<file path="config.mk">
export PLATFORM = sky130hd
export DESIGN_NAME = yuyv_to_rgb_red_mask_core_flat
export DESIGN_NICKNAME = d
export VERILOG_FILES = /design/src/rtl/yrm_pkg.sv /design/src/rtl/yrm_if.sv /design/src/rtl/yrm_convert.sv /design/src/rtl/yrm_red_mask.sv /design/src/rtl/yuyv_to_rgb_red_mask_core.sv /design/src/flat_wrapper.sv
export SDC_FILE = /design/constraint.sdc
export NUM_CORES = 2
export LEC_CHECK = 0
export ABC_AREA = 1
export BUFFER_PORTS_ARGS = -buffer_cell sky130_fd_sc_hd__buf_4
export CORE_MARGIN = 5
export CORE_UTILIZATION = 43
export DETAILED_ROUTE_END_ITERATION = 8
export GPL_TIMING_DRIVEN = 0
export PLACE_DENSITY_LB_ADDON = 0.08
export SYNTH_ARGS = -nofsm -noshare
export SYNTH_HDL_FRONTEND = slang
export SYNTH_SLANG_ARGS = --single-unit
</file>
<file path="constraint.sdc">
create_clock -name clk -period 22.5 [get_ports clk]
set_clock_uncertainty 0.1 [all_clocks]
set_input_delay 1.125 -clock clk [delete_from_list [all_inputs] [get_ports clk]]
set_output_delay 1.125 -clock clk [all_outputs]
set_load 0.01 [all_outputs]
</file>
<file path="src/rtl/yrm_pkg.sv">
// shared types, coefficients and helpers for the yuyv to rgb red mask core
// no dependencies
package yrm_pkg;

	localparam int NSTAGE = 5;

	localparam logic signed [10:0] K_Y   = 11'sd298;
	localparam logic signed [10:0] K_RV  = 11'sd409;
	localparam logic signed [10:0] K_GU  = 11'sd100;
	localparam logic signed [10:0] K_GV  = 11'sd208;
	localparam logic signed [10:0] K_BU  = 11'sd516;
	localparam logic signed [8:0]  Y_OFS = 9'sd16;
	localparam logic signed [8:0]  C_OFS = 9'sd128;
	localparam logic signed [19:0] ROUND = 20'sd128;

	localparam logic [7:0]         RED_MIN    = 8'd115;
	localparam logic [7:0]         GB_MAX     = 8'd63;
	localparam logic signed [12:0] HUE_LIMIT  = 13'sd1275;
	localparam logic [7:0]         CHAN_MAX   = 8'd255;

	typedef struct packed {
		logic [7:0] red;
		logic [7:0] green;
		logic [7:0] blue;
	} rgb_t;

	// load enables, one per pipeline stage
	typedef struct packed {
		logic s1;
		logic s2;
		logic s3;
		logic s4;
		logic s5;
	} pipe_en_t;

	// true when v is not a multiple of 3 (base-4 digit sum)
	function automatic logic mod3_nz(input logic [10:0] v);
		logic [11:0] w;
		logic [4:0]  s;
		w = {1'b0, v};
		s = '0;
		for (int i = 0; i < 6; i++) begin
			s = s + {3'b000, w[2*i +: 2]};
		end
		return !(s == 5'd0 || s == 5'd3 || s == 5'd6 || s == 5'd9 ||
			s == 5'd12 || s == 5'd15 || s == 5'd18);
	endfunction

endpackage

</file>
<file path="src/rtl/yrm_if.sv">
// valid/ready channels for yuyv words in and rgb pixel pairs out
// no dependencies
interface yrm_in_if;
	logic       valid;
	logic       ready;
	logic [7:0] luma0;
	logic [7:0] chroma_u;
	logic [7:0] luma1;
	logic [7:0] chroma_v;
	logic [9:0] column;
	logic [8:0] row;

	modport source (output valid, luma0, chroma_u, luma1, chroma_v, column, row,
		input ready);
	modport sink (input valid, luma0, chroma_u, luma1, chroma_v, column, row,
		output ready);
endinterface

interface yrm_out_if;
	logic       valid;
	logic       ready;
	logic [7:0] red0;
	logic [7:0] green0;
	logic [7:0] blue0;
	logic [7:0] red1;
	logic [7:0] green1;
	logic [7:0] blue1;

	modport source (output valid, red0, green0, blue0, red1, green1, blue1,
		input ready);
	modport sink (input valid, red0, green0, blue0, red1, green1, blue1,
		output ready);
endinterface

</file>
<file path="src/rtl/yrm_convert.sv">
// bt.601 yuv to rgb for one pixel: products, sums, shift and clamp (stages 1-3)
// depends on yrm_pkg
module yrm_convert import yrm_pkg::*; (
	input  logic     clk,
	input  pipe_en_t ld,
	input  logic [7:0] luma,
	input  logic [7:0] chroma_u,
	input  logic [7:0] chroma_v,
	output rgb_t     rgb
);

	logic signed [8:0]  c, d, e;
	logic signed [19:0] py_s1, pr_s1, pgu_s1, pgv_s1, pb_s1;
	logic signed [19:0] accr_s2, accg_s2, accb_s2;
	rgb_t               rgb_s3;

	function automatic logic [7:0] clamp8(input logic signed [19:0] acc);
		logic signed [11:0] q;
		q = 12'(acc >>> 8);
		if (q < 12'sd0) begin
			return 8'd0;
		end else if (q > 12'sd255) begin
			return CHAN_MAX;
		end
		return q[7:0];
	endfunction

	assign c = $signed({1'b0, luma}) - Y_OFS;
	assign d = $signed({1'b0, chroma_u}) - C_OFS;
	assign e = $signed({1'b0, chroma_v}) - C_OFS;

	always_ff @(posedge clk) begin
		if (ld.s1) begin
			py_s1  <= 20'(c) * 20'(K_Y);
			pr_s1  <= 20'(e) * 20'(K_RV);
			pgu_s1 <= 20'(d) * 20'(K_GU);
			pgv_s1 <= 20'(e) * 20'(K_GV);
			pb_s1  <= 20'(d) * 20'(K_BU);
		end
		if (ld.s2) begin
			accr_s2 <= py_s1 + pr_s1 + ROUND;
			accg_s2 <= py_s1 - pgu_s1 - pgv_s1 + ROUND;
			accb_s2 <= py_s1 + pb_s1 + ROUND;
		end
		if (ld.s3) begin
			rgb_s3.red   <= clamp8(accr_s2);
			rgb_s3.green <= clamp8(accg_s2);
			rgb_s3.blue  <= clamp8(accb_s2);
		end
	end

	assign rgb = rgb_s3;

endmodule

</file>
<file path="src/rtl/yrm_red_mask.sv">
// red detection and position mask for one pixel (stages 4-5)
// depends on yrm_pkg
module yrm_red_mask import yrm_pkg::*; (
	input  logic     clk,
	input  pipe_en_t ld,
	input  rgb_t     rgb_in,
	input  logic     mask_s4,
	output rgb_t     rgb_out
);

	logic [15:0]        rr, gg, bb;
	logic signed [12:0] rs, gs, bs;
	logic [19:0]        rsq_s4;
	logic [18:0]        gbsq_s4;
	logic signed [12:0] lin1_s4, lin2_s4;
	logic               simple_s4;
	rgb_t               rgb_s4, rgb_s5;
	logic               red;

	assign rr = 16'(rgb_in.red) * 16'(rgb_in.red);
	assign gg = 16'(rgb_in.green) * 16'(rgb_in.green);
	assign bb = 16'(rgb_in.blue) * 16'(rgb_in.blue);
	assign rs = $signed({5'b0, rgb_in.red});
	assign gs = $signed({5'b0, rgb_in.green});
	assign bs = $signed({5'b0, rgb_in.blue});

	// 9*r^2 against 4*(g^2+b^2), hue margins against the limit
	always_ff @(posedge clk) begin
		if (ld.s4) begin
			rsq_s4    <= {1'b0, rr, 3'b000} + 20'(rr);
			gbsq_s4   <= {(17'(gg) + 17'(bb)), 2'b00};
			lin1_s4   <= rs * 13'sd10 + bs * 13'sd4 - gs * 13'sd10;
			lin2_s4   <= rs * 13'sd10 + gs * 13'sd4 - bs * 13'sd10;
			simple_s4 <= rgb_in.red >= RED_MIN && rgb_in.green <= GB_MAX &&
				rgb_in.blue <= GB_MAX;
			rgb_s4    <= rgb_in;
		end
	end

	assign red = simple_s4 || (rsq_s4 > 20'(gbsq_s4) && lin1_s4 > HUE_LIMIT &&
		lin2_s4 > HUE_LIMIT);

	always_ff @(posedge clk) begin
		if (ld.s5) begin
			if (mask_s4) begin
				rgb_s5.red   <= 8'd0;
				rgb_s5.green <= red ? CHAN_MAX : 8'd0;
				rgb_s5.blue  <= 8'd0;
			end else begin
				rgb_s5 <= rgb_s4;
			end
		end
	end

	assign rgb_out = rgb_s5;

endmodule

</file>
<file path="src/rtl/yuyv_to_rgb_red_mask_core.sv">
// yuyv 4:2:2 to rgb core with red mask: five register stages, valid bits per stage
// an accepted input beat moves through stage registers s1 to s5 and leaves from s5
// throughput: one beat per cycle while pix_out.ready holds; each stage loads when empty or when the next one moves
// reset clears all stage valid bits; payload registers are not reset
// depends on yrm_pkg, yrm_if, yrm_convert, yrm_red_mask
module yuyv_to_rgb_red_mask_core import yrm_pkg::*; (
	input  logic         clk,
	input  logic         arst_n,
	yrm_in_if.sink       pix_in,
	yrm_out_if.source    pix_out
);

	logic     v_s1, v_s2, v_s3, v_s4, v_s5;
	pipe_en_t ld;
	logic     mrow, mcol0, mcol1;
	logic     m0_s1, m0_s2, m0_s3, m0_s4, m0_s5;
	logic     m1_s1, m1_s2, m1_s3, m1_s4;
	rgb_t     rgb0_s3, rgb1_s3, rgb0_s5, rgb1_s5;
	logic     accept;

	// ready chain from the output back
	assign ld.s5 = !v_s5 || pix_out.ready;
	assign ld.s4 = !v_s4 || ld.s5;
	assign ld.s3 = !v_s3 || ld.s4;
	assign ld.s2 = !v_s2 || ld.s3;
	assign ld.s1 = !v_s1 || ld.s2;

	assign pix_in.ready = ld.s1;
	assign accept       = pix_in.valid && ld.s1;

	always_ff @(posedge clk or negedge arst_n) begin
		if (!arst_n) begin
			v_s1 <= 1'b0;
			v_s2 <= 1'b0;
			v_s3 <= 1'b0;
			v_s4 <= 1'b0;
			v_s5 <= 1'b0;
		end else begin
			if (ld.s1) v_s1 <= pix_in.valid;
			if (ld.s2) v_s2 <= v_s1;
			if (ld.s3) v_s3 <= v_s2;
			if (ld.s4) v_s4 <= v_s3;
			if (ld.s5) v_s5 <= v_s4;
		end
	end

	// mask positions: column and row both not multiples of 3
	assign mrow  = mod3_nz(11'(pix_in.row));
	assign mcol0 = mod3_nz(11'(pix_in.column));
	assign mcol1 = mod3_nz(11'(pix_in.column) + 11'd1);

	always_ff @(posedge clk) begin
		if (ld.s1) begin
			m0_s1 <= mcol0 && mrow;
			m1_s1 <= mcol1 && mrow;
		end
		if (ld.s2) begin
			m0_s2 <= m0_s1;
			m1_s2 <= m1_s1;
		end
		if (ld.s3) begin
			m0_s3 <= m0_s2;
			m1_s3 <= m1_s2;
		end
		if (ld.s4) begin
			m0_s4 <= m0_s3;
			m1_s4 <= m1_s3;
		end
		if (ld.s5) begin
			m0_s5 <= m0_s4;
		end
	end

	yrm_convert u_conv0 (
		.clk      (clk),
		.ld       (ld),
		.luma     (pix_in.luma0),
		.chroma_u (pix_in.chroma_u),
		.chroma_v (pix_in.chroma_v),
		.rgb      (rgb0_s3)
	);

	yrm_convert u_conv1 (
		.clk      (clk),
		.ld       (ld),
		.luma     (pix_in.luma1),
		.chroma_u (pix_in.chroma_u),
		.chroma_v (pix_in.chroma_v),
		.rgb      (rgb1_s3)
	);

	yrm_red_mask u_mask0 (
		.clk     (clk),
		.ld      (ld),
		.rgb_in  (rgb0_s3),
		.mask_s4 (m0_s4),
		.rgb_out (rgb0_s5)
	);

	yrm_red_mask u_mask1 (
		.clk     (clk),
		.ld      (ld),
		.rgb_in  (rgb1_s3),
		.mask_s4 (m1_s4),
		.rgb_out (rgb1_s5)
	);

	assign pix_out.valid  = v_s5;
	assign pix_out.red0   = rgb0_s5.red;
	assign pix_out.green0 = rgb0_s5.green;
	assign pix_out.blue0  = rgb0_s5.blue;
	assign pix_out.red1   = rgb1_s5.red;
	assign pix_out.green1 = rgb1_s5.green;
	assign pix_out.blue1  = rgb1_s5.blue;

	a_ready_when_tail_free: assert property (@(posedge clk) disable iff (!arst_n)
		!v_s5 |-> pix_in.ready)
		else $error("input stalled with empty output stage");

	a_accept_fills_s1: assert property (@(posedge clk) disable iff (!arst_n)
		accept |=> v_s1)
		else $error("accepted beat did not reach stage 1");

	a_stall_holds_s3: assert property (@(posedge clk) disable iff (!arst_n)
		v_s3 && !ld.s4 |=> v_s3)
		else $error("stalled beat lost in stage 3");

	a_masked_pixel: assert property (@(posedge clk) disable iff (!arst_n)
		pix_out.valid && m0_s5 |-> pix_out.red0 == 8'd0 && pix_out.blue0 == 8'd0 &&
		(pix_out.green0 == 8'd0 || pix_out.green0 == CHAN_MAX))
		else $error("masked pixel is neither green nor black");

endmodule

</file>
<file path="src/flat_wrapper.sv">
// flat-port wrapper written by rule: the top's interface ports become plain ports
module yuyv_to_rgb_red_mask_core_flat import yrm_pkg::*;
  (clk, arst_n, pix_in_valid, pix_in_luma0, pix_in_chroma_u, pix_in_luma1, pix_in_chroma_v, pix_in_column, pix_in_row, pix_in_ready, pix_out_valid, pix_out_red0, pix_out_green0, pix_out_blue0, pix_out_red1, pix_out_green1, pix_out_blue1, pix_out_ready);
  yrm_in_if pix_in_i ();
  yrm_out_if pix_out_i ();
  input  logic clk;
  input  logic arst_n;
  input wire logic [$bits(pix_in_i.valid)-1:0] pix_in_valid;
  input wire logic [$bits(pix_in_i.luma0)-1:0] pix_in_luma0;
  input wire logic [$bits(pix_in_i.chroma_u)-1:0] pix_in_chroma_u;
  input wire logic [$bits(pix_in_i.luma1)-1:0] pix_in_luma1;
  input wire logic [$bits(pix_in_i.chroma_v)-1:0] pix_in_chroma_v;
  input wire logic [$bits(pix_in_i.column)-1:0] pix_in_column;
  input wire logic [$bits(pix_in_i.row)-1:0] pix_in_row;
  output wire logic [$bits(pix_in_i.ready)-1:0] pix_in_ready;
  output wire logic [$bits(pix_out_i.valid)-1:0] pix_out_valid;
  output wire logic [$bits(pix_out_i.red0)-1:0] pix_out_red0;
  output wire logic [$bits(pix_out_i.green0)-1:0] pix_out_green0;
  output wire logic [$bits(pix_out_i.blue0)-1:0] pix_out_blue0;
  output wire logic [$bits(pix_out_i.red1)-1:0] pix_out_red1;
  output wire logic [$bits(pix_out_i.green1)-1:0] pix_out_green1;
  output wire logic [$bits(pix_out_i.blue1)-1:0] pix_out_blue1;
  input wire logic [$bits(pix_out_i.ready)-1:0] pix_out_ready;
  assign pix_in_i.valid = pix_in_valid;
  assign pix_in_i.luma0 = pix_in_luma0;
  assign pix_in_i.chroma_u = pix_in_chroma_u;
  assign pix_in_i.luma1 = pix_in_luma1;
  assign pix_in_i.chroma_v = pix_in_chroma_v;
  assign pix_in_i.column = pix_in_column;
  assign pix_in_i.row = pix_in_row;
  assign pix_in_ready = pix_in_i.ready;
  assign pix_out_valid = pix_out_i.valid;
  assign pix_out_red0 = pix_out_i.red0;
  assign pix_out_green0 = pix_out_i.green0;
  assign pix_out_blue0 = pix_out_i.blue0;
  assign pix_out_red1 = pix_out_i.red1;
  assign pix_out_green1 = pix_out_i.green1;
  assign pix_out_blue1 = pix_out_i.blue1;
  assign pix_out_i.ready = pix_out_ready;
  yuyv_to_rgb_red_mask_core u_core (.clk(clk), .arst_n(arst_n), .pix_in(pix_in_i), .pix_out(pix_out_i));
endmodule
</file>
==> impl_results.md <==
* Initial Util at 0.433
* Avg Vias per Cell at about 4.8
* Die area at roughly 110000 um^2
* GRT Total Usage at 0.185
* Arr. time, crit path at around 6.8 ns
* Slowest cell on crit path: fa_1
* Final instance area at between 40000 and 50000 um^2
* CP endpoint kind: flip-flop
* Total grt overflow at 0
* Post-synth EDFFs at between 400 and 500
* Synthesized instance count at between 4000 and 5000
* Post-Route WL at approximately 100000 um
* Post-CTS Setup Repair Bufs at 0
* Fin crit period at about 6.5 ns
* CTS tree: built
* Startpoint types: flip-flop
* Synth cell types at 54
* Critical-path cell list: clkbuf_1 -> nand2_1 -> inv_1 -> fa_1 -> inv_1 -> fa_1 -> inv_1 -> fa_1 -> fa_1 -> fa_1 -> inv_1 -> fa_1 -> inv_1 -> ha_1 -> a21oi_1 -> inv_1 -> a31oi_1 -> o21ai_0 -> a21boi_0 -> o21ai_0 -> xor2_1
* Data required time of the worst path at about 23 ns
* CTS Hold Bufs at 0
* Largest net degree at the start of global routing at between 100 and 150
* Ys flop type: edfxtp_1
* PortBufs at 104
* CTS sink cnt at between 400 and 500
* Outcome: complete, no violations
* Hold crit path type: input port to async pin
* Synth Cell Area at around 45000 um^2
* Final setup violation count at 0
* Die Ht at ~330 um
* Final Slew Violations at 0
* Max frequency at about 0.15 GHz
* Async S/R FF share, synth at 0.0113
* # DRC at 0
* R2r startpoint: u_core.u_conv0.rgb[15]
* Ant diodes at 0
* Synth Register Bits at roughly 440
* Crit Path Category: flip-flop to flip-flop
* H-Tree Level Count at 2
* Io pins at 105
* Clk pin slew, worst setup/hold paths at 0.06 ns
* DR iter-0 viols at 1271
* Post-Place Cell Area at around 47000 um^2
* Core footprint at between 100000 and 150000 um^2
* Avg Cell Area, Syn at ~9.5 um^2
* Clk_lat worst skew at ~0.64 ns
* Cell count of the worst reg-to-reg path at 21
* Fillers at ~10000
* ANT nets after route at 0
* CP max stage delay at roughly 0.57 ns
* Synth top area share at 0.292
* Fin crit share at 0.290
* Yosys top cell by area: edfxtp_1
* Final #Nets at around 6000
* Setup TNS at 0 ns
* Critical Path Fanout Max at 9
* R2r setup slk at about 16 ns
* Site row count at between 100 and 150
* Yosys warns at 0
* Worst Hold Margin at around 0.21 ns
* Measured slew at the worst slew-check pin at 1.09 ns
* Max-Cap Viols at 0
* Number of global-route vias before repair at around 31000
* Syn nets at slightly below 6000
* CTS Buf Count at 52
* Synth area leaders: edfxtp_1 (29%), ha_1 (21%), fa_1 (15%)
* Count leader, synth: inv_1
* Clk buf depth at 3
* Initial antenna violation count at 2
* RSZ-0062 raised after global routing: no
* RR Endpoint: u_core.u_mask0.gbsq_s4[16]
* Post-detail-place hpwl at about 85000 um
* Post_cts resized at 0
* Top post-synthesis cells by count: inv_1 (1051), ha_1 (769), nand2_1 (717), edfxtp_1 (437), fa_1 (342)
* Slew headroom at 0.273
* RD Place Congestion at about 0.9
* Layout cells sized above 1 at 0.0550
* First-pass GRT wire length at about 170000 um
* Root Driver: clkbuf_16
* Area grow syn2layout at 10.2%
* Die Width at 333 um
* Endpoints failing hold at 0
* Avg WL per Cell at 16.0 um
* 1st-pass router iterations at 5
* Seq/Total Area, Yosys at 0.295
* Via Count at a little over 30000
==> critical path: cells and delay by family (launching register included) <==
family / cells / cell delay [ns]
xor+xnor: 1 / 0.18
simple gates: 1 / 0.23
compound gates: 5 / 1.10
fa+ha+maj: 7 / 3.25
flops: 1 / 0.53
buf+inv: 7 / 0.86
==> metrics by stage <==
stage,worst slack (ns),std cells,utilization
floorplan,12.21,4740,-
global placement,7.40,6224,0.457
detailed placement,15.96,6228,0.458
CTS,15.93,6324,0.477
global route,15.58,6324,0.477
finish,15.97,6324,0.477
==> cell type report <==
| cell class | instances | area (um^2) | area share |
|---|---|---|---|
| buffer | 26 | 105 | 0.00213 |
| clock buffer | 59 | 1350 | 0.0273 |
| clock inverter | 37 | 598 | 0.0121 |
| inverter | 1058 | 3980 | 0.0805 |
| multi-input combinational | 3214 | 27600 | 0.557 |
| sequential | 442 | 13200 | 0.268 |
| tap | 1380 | 1730 | 0.0349 |
| timing repair buffer | 108 | 876 | 0.0177 |
==> state kept, by name, summed over array words and instances, names as in the netlist, 17 cells and up <==
register / cells
u_core.u_conv0.pb_s1: 18
u_core.u_conv0.pr_s1: 19
u_core.u_conv0.py_s1: 18
u_core.u_conv0.rgb: 24
u_core.u_conv1.py_s1: 18
u_core.u_conv1.rgb: 24
u_core.u_mask0.gbsq_s4: 17
u_core.u_mask0.rgb_out: 24
u_core.u_mask0.rgb_s4: 23
u_core.u_mask0.rsq_s4: 19
u_core.u_mask1.gbsq_s4: 17
u_core.u_mask1.rgb_out: 24
u_core.u_mask1.rgb_s4: 23
u_core.u_mask1.rsq_s4: 19
==> placed cells by master (no fill, tap or decap), types with 99 or more instances in the layout <==
cell type,n
xnor2_1,99
ha_1,769
xor2_1,206
o21ai_0,111
edfxtp_1,437
nand2_1,716
a21oi_1,282
fa_1,342
nand3_1,189
nor2_1,221
inv_1,1047
buf_4,104
==> logic make-up (layout without fill, tap and decap cells) <==
logic type      after synthesis  count (layout)  share of synthesized area
buf+inv                    1084            1288                     0.0909
flops                       442             442                      0.295
compound gates              521             521                     0.0650
xor+xnor                    307             307                     0.0603
fa+ha+maj                  1111            1111                      0.367
simple gates               1275            1275                      0.122
==> per-layer routing <==
metal  vias up  wire length [um]  share of wire  global-route usage
met5         -                 0              0                   0
li1      15700                 -              -                   -
met3       107              2920          0.029              0.0200
met1     14200             48600           0.48               0.260
met4         0              2500          0.025              0.0452
met2       334             47400           0.47               0.310
==> worst max path at each step <==
stage                                      end                   start  cells after the start  slack (ns)
detailed placement  u_core.u_mask0.gbsq_s4[16]  u_core.u_conv0.rgb[15]                     21       15.96
finish              u_core.u_mask0.gbsq_s4[16]  u_core.u_conv0.rgb[15]                     21       15.97
global route        u_core.u_mask0.gbsq_s4[16]   u_core.u_conv0.rgb[6]                     21       15.58
floorplan                         pix_in_ready           pix_out_ready                      8       12.21
global placement                  pix_in_ready           pix_out_ready                     10        7.40
CTS                 u_core.u_mask0.gbsq_s4[16]  u_core.u_conv0.rgb[15]                     21       15.93
Power is left out: the tool's default activity adds up to more than one toggle a clock period on the data nets, which glitch-free logic cannot reach.
